==> config.mk <==
export PLATFORM = sky130hd
export DESIGN_NAME = sorted_insert_priority_queue_flat
export DESIGN_NICKNAME = d
export VERILOG_FILES = /design/src/rtl/spq_pkg.sv /design/src/rtl/spq_if.sv /design/src/rtl/spq_cell.sv /design/src/rtl/sorted_insert_priority_queue.sv /design/src/flat_wrapper.sv
export SDC_FILE = /design/constraint.sdc
export NUM_CORES = 1
export LEC_CHECK = 0
export ABC_AREA = 1
export BUFFER_PORTS_ARGS = -buffer_cell sky130_fd_sc_hd__buf_2
export CAP_MARGIN = 40
export CORE_MARGIN = 5
export CORE_UTILIZATION = 50
export DETAILED_ROUTE_END_ITERATION = 8
export GPL_TIMING_DRIVEN = 0
export PLACE_DENSITY_LB_ADDON = 0.08
export SYNTH_ARGS = -nofsm -noshare
export SYNTH_HDL_FRONTEND = slang
export SYNTH_HIERARCHICAL = 1
export SYNTH_SLANG_ARGS = --single-unit
==> constraint.sdc <==
create_clock -name clk_i -period 3.15 [get_ports clk_i]
set_clock_uncertainty 0.05 [all_clocks]
set_input_delay 0.4725 -clock clk_i [delete_from_list [all_inputs] [get_ports clk_i]]
set_output_delay 0.4725 -clock clk_i [all_outputs]
set_load 0.03 [all_outputs]
==> src/rtl/spq_pkg.sv <==
// ----------------------------------------------------------------------------
// spq_pkg
// Shared types and constants for the sorted-insert priority queue.
// ----------------------------------------------------------------------------
package spq_pkg;

  localparam int unsigned DefCapacity = 16;
  localparam int unsigned ValueW      = 16;
  localparam int unsigned PrioW       = 4;
  localparam int unsigned OccW        = 5;

  // op field codes
  localparam logic OP_ENQUEUE = 1'b0;
  localparam logic OP_DEQUEUE = 1'b1;

  typedef enum logic [1:0] {
    ST_ENQUEUED = 2'd0,
    ST_DEQUEUED = 2'd1,
    ST_EMPTY    = 2'd2,
    ST_FULL     = 2'd3
  } spq_status_e;

  typedef struct packed {
    logic [ValueW-1:0] value;
    logic [PrioW-1:0]  prio;
  } spq_entry_t;

  // Per-cycle command broadcast to every cell
  typedef struct packed {
    logic load;  // state changes this cycle
    logic enq;   // 1: insert, 0: shift toward head
  } spq_cell_ctrl_t;

endpackage

==> src/rtl/spq_if.sv <==
// ----------------------------------------------------------------------------
// spq_in_if / spq_out_if
// Valid/ready channels carrying queue commands and queue responses.
// ----------------------------------------------------------------------------
interface spq_in_if;
  import spq_pkg::*;
  logic              valid;
  logic              ready;
  logic              op;
  logic [ValueW-1:0] item_value;
  logic [PrioW-1:0]  item_priority;

  modport source (output valid, output op, output item_value, output item_priority,
                  input ready);
  modport sink   (input valid, input op, input item_value, input item_priority,
                  output ready);
endinterface

interface spq_out_if;
  import spq_pkg::*;
  logic              valid;
  logic              ready;
  logic [1:0]        status;
  logic [ValueW-1:0] out_value;
  logic [PrioW-1:0]  out_priority;
  logic [OccW-1:0]   occupancy;

  modport source (output valid, output status, output out_value, output out_priority,
                  output occupancy, input ready);
  modport sink   (input valid, input status, input out_value, input out_priority,
                  input occupancy, output ready);
endinterface

==> src/rtl/spq_cell.sv <==
// ----------------------------------------------------------------------------
// spq_cell
// One slot of the sorted chain: compare against the incoming entry, then
// keep, take the new entry, or take a neighbor's entry.
// ----------------------------------------------------------------------------
module spq_cell
  import spq_pkg::*;
(
  input  logic           clk_i,
  input  spq_cell_ctrl_t ctrl_i,
  input  logic           valid_i,    // slot holds a live entry
  input  spq_entry_t     new_i,      // entry being inserted
  input  spq_entry_t     left_i,     // neighbor toward the head
  input  spq_entry_t     right_i,    // neighbor toward the tail
  input  logic           left_gt_i,  // neighbor outranks the new entry
  output logic           gt_o,
  output spq_entry_t     entry_o
);

  spq_entry_t entry_q, entry_d;

  assign gt_o    = valid_i && (entry_q.prio > new_i.prio);
  assign entry_o = entry_q;

  always_comb begin
    entry_d = entry_q;
    if (ctrl_i.load) begin
      if (ctrl_i.enq) begin
        // new entry lands at the first slot it is not outranked by
        if (!gt_o) begin
          entry_d = left_gt_i ? new_i : left_i;
        end
      end else begin
        entry_d = right_i;
      end
    end
  end

  always_ff @(posedge clk_i) begin
    entry_q <= entry_d;
  end

endmodule

==> src/rtl/sorted_insert_priority_queue.sv <==
// ----------------------------------------------------------------------------
// sorted_insert_priority_queue
// The response beat is registered and valid in the cycle after acceptance.
// One command per cycle if out ready; all cells compare and shift in parallel.
// Reset: count and output valid clear; slot contents are left unset.
// ----------------------------------------------------------------------------
module sorted_insert_priority_queue
  import spq_pkg::*;
#(
  parameter int unsigned CAPACITY = DefCapacity
) (
  input  logic      clk_i,
  input  logic      rst_ni,
  spq_in_if.sink    in_i,
  spq_out_if.source out_o
);

  localparam int unsigned CntW = $clog2(CAPACITY + 1);

  // ---- handshake ------------------------------------------------------------
  logic out_valid_q;
  logic in_fire;

  // Output register decouples the sides: take a new beat whenever the
  // pending response is gone or is leaving this cycle.
  assign in_i.ready = !out_valid_q || out_o.ready;
  assign in_fire    = in_i.valid && in_i.ready;

  // ---- occupancy ------------------------------------------------------------
  logic [CntW-1:0] count_q, count_d;
  logic            is_full, is_empty, is_enq;

  assign is_full  = (count_q == CntW'(CAPACITY));
  assign is_empty = (count_q == '0);
  assign is_enq   = (in_i.op == OP_ENQUEUE);

  // ---- cell chain -----------------------------------------------------------
  spq_cell_ctrl_t ctrl;
  spq_entry_t     new_entry;
  spq_entry_t     cell_entry [CAPACITY];
  logic [CAPACITY-1:0] cell_gt;
  logic [CAPACITY-1:0] cell_valid;

  assign new_entry.value = in_i.item_value;
  assign new_entry.prio  = in_i.item_priority;

  // Dropped enqueues and empty dequeues leave the chain untouched
  assign ctrl.enq  = is_enq;
  assign ctrl.load = in_fire && (is_enq ? !is_full : !is_empty);

  for (genvar i = 0; i < CAPACITY; i++) begin : g_cell
    spq_entry_t left_e, right_e;
    logic       left_gt;

    // slots below the count are live; the rest hold stale data
    assign cell_valid[i] = (count_q > CntW'(i));

    if (i == 0) begin : g_head
      assign left_e  = new_entry;
      assign left_gt = 1'b1;     // head always takes the entry if not outranked
    end else begin : g_body
      assign left_e  = cell_entry[i-1];
      assign left_gt = cell_gt[i-1];
    end

    if (i == CAPACITY - 1) begin : g_tail
      assign right_e = '0;       // vacated tail slot, never read
    end else begin : g_mid
      assign right_e = cell_entry[i+1];
    end

    spq_cell u_cell (
      .clk_i     (clk_i),
      .ctrl_i    (ctrl),
      .valid_i   (cell_valid[i]),
      .new_i     (new_entry),
      .left_i    (left_e),
      .right_i   (right_e),
      .left_gt_i (left_gt),
      .gt_o      (cell_gt[i]),
      .entry_o   (cell_entry[i])
    );
  end

  always_comb begin
    count_d = count_q;
    if (ctrl.load) begin
      count_d = is_enq ? count_q + CntW'(1) : count_q - CntW'(1);
    end
  end

  // ---- response -------------------------------------------------------------
  spq_status_e       status_q, status_d;
  logic [ValueW-1:0] value_q, value_d;
  logic [PrioW-1:0]  prio_q, prio_d;

  always_comb begin
    value_d = '0;
    prio_d  = '0;
    if (is_enq) begin
      status_d = is_full ? ST_FULL : ST_ENQUEUED;
    end else if (is_empty) begin
      status_d = ST_EMPTY;
    end else begin
      status_d = ST_DEQUEUED;
      value_d  = cell_entry[0].value;
      prio_d   = cell_entry[0].prio;
    end
  end

  always_ff @(posedge clk_i or negedge rst_ni) begin
    if (!rst_ni) begin
      count_q     <= '0;
      out_valid_q <= 1'b0;
    end else begin
      count_q <= count_d;
      if (in_fire) begin
        out_valid_q <= 1'b1;
      end else if (out_o.ready) begin
        out_valid_q <= 1'b0;
      end
    end
  end

  // payload, no reset
  logic [CntW-1:0] occ_q;
  always_ff @(posedge clk_i) begin
    if (in_fire) begin
      status_q <= status_d;
      value_q  <= value_d;
      prio_q   <= prio_d;
      occ_q    <= count_d;
    end
  end

  assign out_o.valid        = out_valid_q;
  assign out_o.status       = status_q;
  assign out_o.out_value    = value_q;
  assign out_o.out_priority = prio_q;
  assign out_o.occupancy    = OccW'(occ_q);

  // ---- checks ---------------------------------------------------------------
  a_count_bound: assert property (@(posedge clk_i) disable iff (!rst_ni)
    count_q <= CntW'(CAPACITY))
    else $error("entry count above capacity");

  a_full_drop: assert property (@(posedge clk_i) disable iff (!rst_ni)
    (in_fire && is_enq && is_full) |=> $stable(count_q))
    else $error("full enqueue changed the count");

  a_deq_resp: assert property (@(posedge clk_i) disable iff (!rst_ni)
    (in_fire && !is_enq && !is_empty) |=> (out_valid_q && status_q == ST_DEQUEUED))
    else $error("dequeue response missing");

  a_sorted_head: assert property (@(posedge clk_i) disable iff (!rst_ni)
    (count_q >= CntW'(2)) |-> (cell_entry[0].prio >= cell_entry[1].prio))
    else $error("head entry out of order");

  a_empty_zero: assert property (@(posedge clk_i) disable iff (!rst_ni)
    (out_valid_q && status_q == ST_EMPTY) |-> (value_q == '0 && occ_q == '0))
    else $error("empty response carries data");

endmodule

==> src/flat_wrapper.sv <==
// flat-port wrapper written by rule: the top's interface ports become plain ports
module sorted_insert_priority_queue_flat import spq_pkg::*;
#(
  parameter int unsigned CAPACITY = DefCapacity
)
  (clk_i, rst_ni, in_i_valid, in_i_op, in_i_item_value, in_i_item_priority, in_i_ready, out_o_valid, out_o_status, out_o_out_value, out_o_out_priority, out_o_occupancy, out_o_ready);
  spq_in_if in_i_i ();
  spq_out_if out_o_i ();
  input  logic clk_i;
  input  logic rst_ni;
  input wire logic [$bits(in_i_i.valid)-1:0] in_i_valid;
  input wire logic [$bits(in_i_i.op)-1:0] in_i_op;
  input wire logic [$bits(in_i_i.item_value)-1:0] in_i_item_value;
  input wire logic [$bits(in_i_i.item_priority)-1:0] in_i_item_priority;
  output wire logic [$bits(in_i_i.ready)-1:0] in_i_ready;
  output wire logic [$bits(out_o_i.valid)-1:0] out_o_valid;
  output wire logic [$bits(out_o_i.status)-1:0] out_o_status;
  output wire logic [$bits(out_o_i.out_value)-1:0] out_o_out_value;
  output wire logic [$bits(out_o_i.out_priority)-1:0] out_o_out_priority;
  output wire logic [$bits(out_o_i.occupancy)-1:0] out_o_occupancy;
  input wire logic [$bits(out_o_i.ready)-1:0] out_o_ready;
  assign in_i_i.valid = in_i_valid;
  assign in_i_i.op = in_i_op;
  assign in_i_i.item_value = in_i_item_value;
  assign in_i_i.item_priority = in_i_item_priority;
  assign in_i_ready = in_i_i.ready;
  assign out_o_valid = out_o_i.valid;
  assign out_o_status = out_o_i.status;
  assign out_o_out_value = out_o_i.out_value;
  assign out_o_out_priority = out_o_i.out_priority;
  assign out_o_occupancy = out_o_i.occupancy;
  assign out_o_i.ready = out_o_ready;
  sorted_insert_priority_queue #(.CAPACITY(CAPACITY)) u_core (.clk_i(clk_i), .rst_ni(rst_ni), .in_i(in_i_i), .out_o(out_o_i));
endmodule
==> results of run 1 <==
power by group through the flow:
stage	Combinational [uW]	Sequential, uW	Clock [uW]
2_1_floorplan	4240	7420	0
3_3_place_gp	5690	7770	0
3_5_place_dp	5910	7760	0
4_1_cts	5930	7680	4840
5_1_grt	6770	7760	5050
6_report	6050	7660	4770
through the flow:
stage	power, uW	util [%]	instance area [sq um]	setup TNS, ns	instances
2_1_floorplan	11660	-	20390	0	2363
5_1_grt	19570	57.10	22790	0	3021
3_5_place_dp	13660	53.59	21390	-1.115	2944
3_3_place_gp	13460	53.37	21300	0	2940
4_1_cts	18450	56.90	22710	0	3020
6_report	18490	57.11	22800	0	3022
state kept, by name (all words and copies together) (netlist names):
signal                        count
u_core/out_o.status               2
u_core/count_q                    5
u_core/out_o.out_priority         4
u_core/out_o.occupancy            5
u_core/out_o.valid                1
u_core/g_cell.u_cell/entry_o    320
u_core/out_o.out_value           16
worst reg2reg max path, delay by kind of cell, from the launching register on:
| kind | cells | cell delay (ns) |
|---|---|---|
| and+or+nand+nor | 4 | 1.01 |
| buffers and inverters | 2 | 0.79 |
| DFF | 1 | 0.48 |
| adders and majority gates | 1 | 0.29 |
repair_timing:
item                                    in CTS  in global routing
resized for setup                            0                 14
hold buffers                                 1                  0
endpoints found under the hold margin        6                  0
endpoints found under the setup margin       0                280
area by class of cell:
cell class                      count  area share [%]
Tap cell                          525           2.882
Clock buffer                       46           4.583
Sequential cell                   353           46.37
Buffer                            150           5.461
Timing Repair Buffer               58           1.691
Inverter                          198           3.491
Clock inverter                     29           1.169
Antenna cell                        1         0.01098
Multi-Input combinational cell   1662           34.34
per-layer routing:
layer | vias to the layer above | wire (um) | global-route usage [%]
li1 | 8115 | - | -
met1 | 8256 | 24420 | 33.06
met2 | 573 | 30010 | 46.06
met3 | 127 | 3580 | 4.194
met4 | 0 | 2074 | 9.973
met5 | - | 0 | 0
worst paths after layout:
check	cells after the start	slack, ns	end
max	7	0.14	u_core/g_cell[9].u_cell/entry_o[14]
min	4	0.15	u_core/out_o.valid
max reg2reg	7	0.14	u_core/g_cell[9].u_cell/entry_o[14]
min reg2reg	2	0.46	u_core/out_o.valid
max in group asynchronous	2	2.66	u_core/count_q[4]
min in group asynchronous	2	0.23	u_core/out_o.valid
==> metrics.txt, run 1 <==
# TYPE chip_impl_metric gauge
chip_impl_metric{name="finalWirelength",unit="um"} 60080
chip_impl_metric{name="timing.final.max_slew_violations",unit=""} 0
chip_impl_info{name="critPathLaunchType",value="flop"} 1
chip_impl_metric{name="timing.max_cap.violations",unit=""} 0
chip_impl_metric{name="power_switching",unit="uW"} 6850
chip_impl_metric{name="crit_buf_inv",unit=""} 2
chip_impl_metric{name="seq_area",unit="sq um"} 10570
chip_impl_info{name="worst_hold_startpoint",value="out_o_ready"} 1
chip_impl_metric{name="hold_violations",unit=""} 0
chip_impl_metric{name="dieHeight",unit="um"} 211.5
chip_impl_metric{name="pwr-share-seq",unit="%"} 41.5
chip_impl_metric{name="global_route_usage_over_all_layers",unit="%"} 26.37
chip_impl_metric{name="post_drt_via_cell_ratio",unit=""} 5.649
chip_impl_metric{name="cellLeakagePower",unit="uW"} 0.009620
chip_impl_info{name="final_common_cell",value="sky130_fd_sc_hd__nand2_1"} 1
chip_impl_info{name="min_path_type",value="primary input to flop"} 1
chip_impl_info{name="cp_slowest_cell",value="sky130_fd_sc_hd__nor2_4"} 1
chip_impl_metric{name="mappedNetlistArea",unit="sq um"} 20310
chip_impl_metric{name="initial_core_util",unit="%"} 50.88
chip_impl_info{name="rsz_0062_raised_after_global_routing",value="no"} 1
chip_impl_metric{name="design.portCount",unit=""} 54
chip_impl_metric{name="critical-path-max-stage-delay",unit="ns"} 0.62
chip_impl_metric{name="core_area",unit="sq um"} 39910
chip_impl_metric{name="fin_crit_share",unit="%"} 95.46
chip_impl_info{name="timing.critical_path.from",value="u_core/count_q[0]"} 1
chip_impl_metric{name="avgSynthCellArea",unit="sq um"} 8.671
chip_impl_metric{name="p_int",unit="uW"} 11640
chip_impl_metric{name="drcViolationCount",unit=""} 0
chip_impl_metric{name="routability_congestion",unit=""} 0.9063
chip_impl_metric{name="yosys_warnings",unit=""} 6
chip_impl_metric{name="dieWidth",unit="um"} 211.5
chip_impl_metric{name="routedWlPerCell",unit="um"} 19.88
chip_impl_metric{name="layout_min_cycle_time",unit="ns"} 3.007
chip_impl_metric{name="drtAntennaViolNets",unit=""} 0
chip_impl_metric{name="holdWs",unit="ns"} 0.1455
chip_impl_metric{name="first_global_vias",unit=""} 17220
chip_impl_metric{name="largest_net_degree_at_the_start_of_global_routing",unit=""} 34
chip_impl_metric{name="combinationalPowerShare",unit="%"} 32.7
chip_impl_metric{name="fp.dieArea",unit="sq um"} 44750
chip_impl_metric{name="cts_setup_buffers",unit=""} 0
chip_impl_metric{name="p_clk_share",unit="%"} 25.8
chip_impl_metric{name="grt_first_pass_wirelength",unit="um"} 93140
chip_impl_metric{name="clock_path_buffers",unit=""} 3
chip_impl_metric{name="max_clock_freq",unit="MHz"} 332.6
chip_impl_metric{name="postSynthCellCount",unit=""} 2342
chip_impl_metric{name="worst_pin_slew",unit="ns"} 0.8377
chip_impl_info{name="worstSetupEndpointType",value="flop"} 1
chip_impl_metric{name="antenna_found_initial",unit=""} 0
chip_impl_metric{name="drtIter0Drc",unit=""} 1640
chip_impl_metric{name="syn_to_final_growth",unit="%"} 12.25
chip_impl_metric{name="switching_share",unit="%"} 37.05
chip_impl_metric{name="worst-path-max-fanout",unit=""} 20
chip_impl_metric{name="nFillCells",unit=""} 3627
chip_impl_metric{name="clk_pin_slew",unit="ns"} 0.06
chip_impl_metric{name="clk_latency",unit="ns"} 0.57
chip_impl_metric{name="report.final.setup_viol",unit=""} 0
chip_impl_metric{name="globalRoute.totalOverflow",unit=""} 0
chip_impl_info{name="status",value="complete, no violations"} 1
chip_impl_metric{name="arrival",unit="ns"} 3.14
chip_impl_metric{name="max-vdd-ir-drop",unit="uV"} 409.0
chip_impl_metric{name="tritoncts.num_buffers",unit=""} 41
chip_impl_metric{name="portBuffers",unit=""} 52
chip_impl_info{name="cts_tree",value="built"} 1
chip_impl_metric{name="drive_gt1_share",unit="%"} 11.74
chip_impl_info{name="clk_root_buf",value="sky130_fd_sc_hd__clkbuf_16"} 1
chip_impl_metric{name="dpl.hpwl",unit="um"} 44010
chip_impl_info{name="crit_path_cell_chain",value="inv_1, ha_1, nand4_1, nand2_2, nor2_4, nand2_1, inv_1"} 1
chip_impl_metric{name="pwrdens",unit="nW/um^2"} 811.0
chip_impl_metric{name="critical_path_required",unit="ns"} 3.29
chip_impl_metric{name="final_nets",unit=""} 2559
chip_impl_info{name="worstReg2RegStart",value="u_core/count_q[0]"} 1
chip_impl_metric{name="cts-htree-levels",unit=""} 2
chip_impl_metric{name="cts.sinks",unit=""} 353
chip_impl_metric{name="multi_input_comb_area",unit="sq um"} 7829
chip_impl_metric{name="std_cell_rows",unit=""} 73
chip_impl_metric{name="slew-limit-headroom",unit="%"} 44.15
chip_impl_metric{name="vias",unit=""} 17070
chip_impl_metric{name="pre_cts_ws",unit="ns"} -0.04501
chip_impl_metric{name="timing.final.ws_setup",unit="ns"} 0.1430
chip_impl_info{name="setup.worst_path.class",value="flop to flop"} 1
chip_impl_info{name="critPathMostFrequentCell",value="sky130_fd_sc_hd__inv_1"} 1
chip_impl_info{name="most-common-layout-cells",value="sky130_fd_sc_hd__nand2_1, sky130_fd_sc_hd__nor2_1, sky130_fd_sc_hd__edfxtp_1"} 1
chip_impl_metric{name="drt-pass1-iter-count",unit=""} 7
chip_impl_info{name="critical_path.top_delay_family",value="simple AND/OR/NAND/NOR gates"} 1
No activity file was read; power rests on OpenSTA's default activity.
==> run 2: changes to the inputs <==
--- a/config.mk
+++ b/config.mk
@@ -10,6 +10,7 @@
 export CAP_MARGIN = 40
 export CORE_MARGIN = 5
 export CORE_UTILIZATION = 50
+export CTS_BUF_LIST = sky130_fd_sc_hd__clkbuf_8 sky130_fd_sc_hd__clkbuf_16
 export DETAILED_ROUTE_END_ITERATION = 8
 export GPL_TIMING_DRIVEN = 0
 export PLACE_DENSITY_LB_ADDON = 0.08
==> run 2 against run 1 <==
  * Global-route usage did not move
  * First-iteration DRC count is 0.49% higher
  * Combinational power is essentially flat
  * Die area unchanged
  * Critical path depth is the same
  * Worst hold slack improved by 0.00055 ns
  * Setup slack improved by 0.00058 ns
  * Wire length about the same
  * Register-to-register slack barely moved
  * Critical path type unchanged
  * Critical endpoint unchanged
==> metrics.txt, run 2 (synthesis results as in run 1) <==
# TYPE chip_impl_metric gauge
chip_impl_info{name="status",value="complete, no violations"} 1
chip_impl_info{name="final_common_cell",value="sky130_fd_sc_hd__nand2_1"} 1
chip_impl_metric{name="max-vdd-ir-drop",unit="uV"} 408.3
chip_impl_info{name="clk_root_buf",value="sky130_fd_sc_hd__clkbuf_16"} 1
chip_impl_metric{name="routedWlPerCell",unit="um"} 19.90
chip_impl_metric{name="place.detailed.instances",unit=""} 2944
chip_impl_metric{name="cts.sinks",unit=""} 353
chip_impl_metric{name="placement_cell_area",unit="sq um"} 21390
chip_impl_metric{name="final_cell_area",unit="sq um"} 22800
chip_impl_info{name="min_path_type",value="primary input to flop"} 1
chip_impl_metric{name="clk_latency",unit="ns"} 0.57
chip_impl_metric{name="drt-pass1-iter-count",unit=""} 6
chip_impl_metric{name="drtIter0Drc",unit=""} 1648
chip_impl_metric{name="cellLeakagePower",unit="uW"} 0.009641
chip_impl_metric{name="initial_core_util",unit="%"} 50.88
chip_impl_metric{name="hold_violations",unit=""} 0
chip_impl_metric{name="layout_min_cycle_time",unit="ns"} 3.006
chip_impl_info{name="worst_hold_startpoint",value="out_o_ready"} 1
chip_impl_info{name="timing.critical_path.from",value="u_core/count_q[0]"} 1
chip_impl_metric{name="clock_path_buffers",unit=""} 3
chip_impl_metric{name="clk_pin_slew",unit="ns"} 0.06
chip_impl_metric{name="dpl.hpwl",unit="um"} 44010
chip_impl_metric{name="worst-path-max-fanout",unit=""} 20
chip_impl_metric{name="drcViolationCount",unit=""} 0
chip_impl_metric{name="dieWidth",unit="um"} 211.5
chip_impl_metric{name="cts-htree-levels",unit=""} 2
chip_impl_metric{name="arrival",unit="ns"} 3.14
chip_impl_metric{name="drtAntennaViolNets",unit=""} 0
chip_impl_metric{name="grt_first_pass_wirelength",unit="um"} 93140
chip_impl_metric{name="report.final.setup_viol",unit=""} 0
chip_impl_metric{name="vias",unit=""} 17060
chip_impl_info{name="cts_tree",value="built"} 1
chip_impl_metric{name="largest_net_degree_at_the_start_of_global_routing",unit=""} 34
chip_impl_metric{name="timing.max_cap.violations",unit=""} 0
chip_impl_info{name="setup.worst_path.class",value="flop to flop"} 1
chip_impl_metric{name="worst_pin_slew",unit="ns"} 0.8408
chip_impl_metric{name="drive_gt1_share",unit="%"} 11.74
chip_impl_metric{name="postLayoutCoreUtil",unit="%"} 57.11
chip_impl_metric{name="global_route_usage_over_all_layers",unit="%"} 26.37
chip_impl_metric{name="final_nets",unit=""} 2559
chip_impl_metric{name="largest_register_ff_count",unit=""} 320
chip_impl_metric{name="layout.cells.non_filler",unit=""} 3022
chip_impl_metric{name="std_cell_rows",unit=""} 73
chip_impl_metric{name="critical_path_required",unit="ns"} 3.29
chip_impl_metric{name="fp.dieArea",unit="sq um"} 44750
chip_impl_info{name="most-common-layout-cells",value="sky130_fd_sc_hd__nand2_1, sky130_fd_sc_hd__nor2_1, sky130_fd_sc_hd__edfxtp_1"} 1
chip_impl_metric{name="dieHeight",unit="um"} 211.5
chip_impl_metric{name="syn_to_final_growth",unit="%"} 12.25
chip_impl_metric{name="cts_setup_buffers",unit=""} 0
chip_impl_metric{name="design.portCount",unit=""} 54
chip_impl_metric{name="core_area",unit="sq um"} 39910
chip_impl_metric{name="pwrdens",unit="nW/um^2"} 810.7
chip_impl_metric{name="fin_crit_share",unit="%"} 95.44
chip_impl_metric{name="finalWirelength",unit="um"} 60130
chip_impl_info{name="rsz_0062_raised_after_global_routing",value="no"} 1
chip_impl_metric{name="globalRoute.totalOverflow",unit=""} 0
chip_impl_info{name="worstSetupEndpointType",value="flop"} 1
chip_impl_metric{name="tritoncts.num_buffers",unit=""} 41
chip_impl_info{name="critPathLaunchType",value="flop"} 1
chip_impl_metric{name="max_clock_freq",unit="MHz"} 332.6
chip_impl_metric{name="first_global_vias",unit=""} 17220
chip_impl_metric{name="antenna_found_initial",unit=""} 0
chip_impl_metric{name="portBuffers",unit=""} 52
chip_impl_info{name="worstReg2RegStart",value="u_core/count_q[0]"} 1
chip_impl_metric{name="post_drt_via_cell_ratio",unit=""} 5.646
chip_impl_metric{name="timing.final.max_slew_violations",unit=""} 0
chip_impl_metric{name="slew-limit-headroom",unit="%"} 43.95
chip_impl_metric{name="routability_congestion",unit=""} 0.9063
-- run 2: cell count changes in the layout (fill, tap and decap cells not counted) --
cell / change
sky130_fd_sc_hd__clkbuf_1: -5
sky130_fd_sc_hd__inv_1: +5
-- run 2: cell type report --
cell class | instances | area (sq um)
Antenna cell | 1 | 2.502
Buffer | 150 | 1245
Clock buffer | 41 | 1026
Clock inverter | 34 | 285.3
Fill cell | 3627 | 17120
Inverter | 198 | 795.8
Multi-Input combinational cell | 1662 | 7829
Sequential cell | 353 | 10570
Tap cell | 525 | 656.9
Timing Repair Buffer | 58 | 385.4
-- run 2: timing repair --
action / CTS / global route
hold endpoints to repair: 6 / 0
hold buffers: 1 / 0
resized for setup: 0 / 14
endpoints found under the setup margin: 0 / 280
-- run 2: metrics by stage --
step / total power (uW) / hold WS, ns / setup TNS [ns] / setup slack [ns]
finish: 18480 / 0.1460 / 0 / 0.1436
global route: 19550 / 0.1578 / 0 / 0.006217
CTS: 18430 / 0.1285 / 0 / 0.07803
detailed placement: 13660 / 0.2636 / -1.115 / -0.04501
global placement: 13460 / 0.2569 / 0 / 0.01341
floorplan: 11660 / 0.1269 / 0 / 0.9071
-- run 2: worst paths after layout --
check,endpoint,cells past startpoint,slack [ns]
min in group asynchronous,u_core/out_o.valid,2,0.24
max in group asynchronous,u_core/count_q[4],2,2.66
worst max-delay path,u_core/g_cell[9].u_cell/entry_o[14],7,0.14
worst max register to register,u_core/g_cell[9].u_cell/entry_o[14],7,0.14
worst min register to register,u_core/out_o.valid,2,0.46
worst min-delay path,u_core/out_o.valid,4,0.15
-- run 2: layer usage --
metal / global-route usage (%) / share of wire [%]
met4: 9.973 / 3.4
met1: 33.06 / 41
met5: 0 / 0
met2: 46.06 / 50
met3: 4.194 / 6.0
-- run 2: power by group --
part	internal, uW	switching, uW	total [uW]
sequential	6830	835	7660
clock	2780	1980	4760
combinational	2010	4040	6060
-- run 2: worst max-delay path: stages (launching register included) --
cell	delay, ns
sky130_fd_sc_hd__dfrtp_1	0.48
sky130_fd_sc_hd__inv_1	0.17
sky130_fd_sc_hd__ha_1	0.29
sky130_fd_sc_hd__nand4_1	0.16
sky130_fd_sc_hd__nand2_2	0.10
sky130_fd_sc_hd__nor2_4	0.62
sky130_fd_sc_hd__nand2_1	0.11
sky130_fd_sc_hd__inv_1	0.62
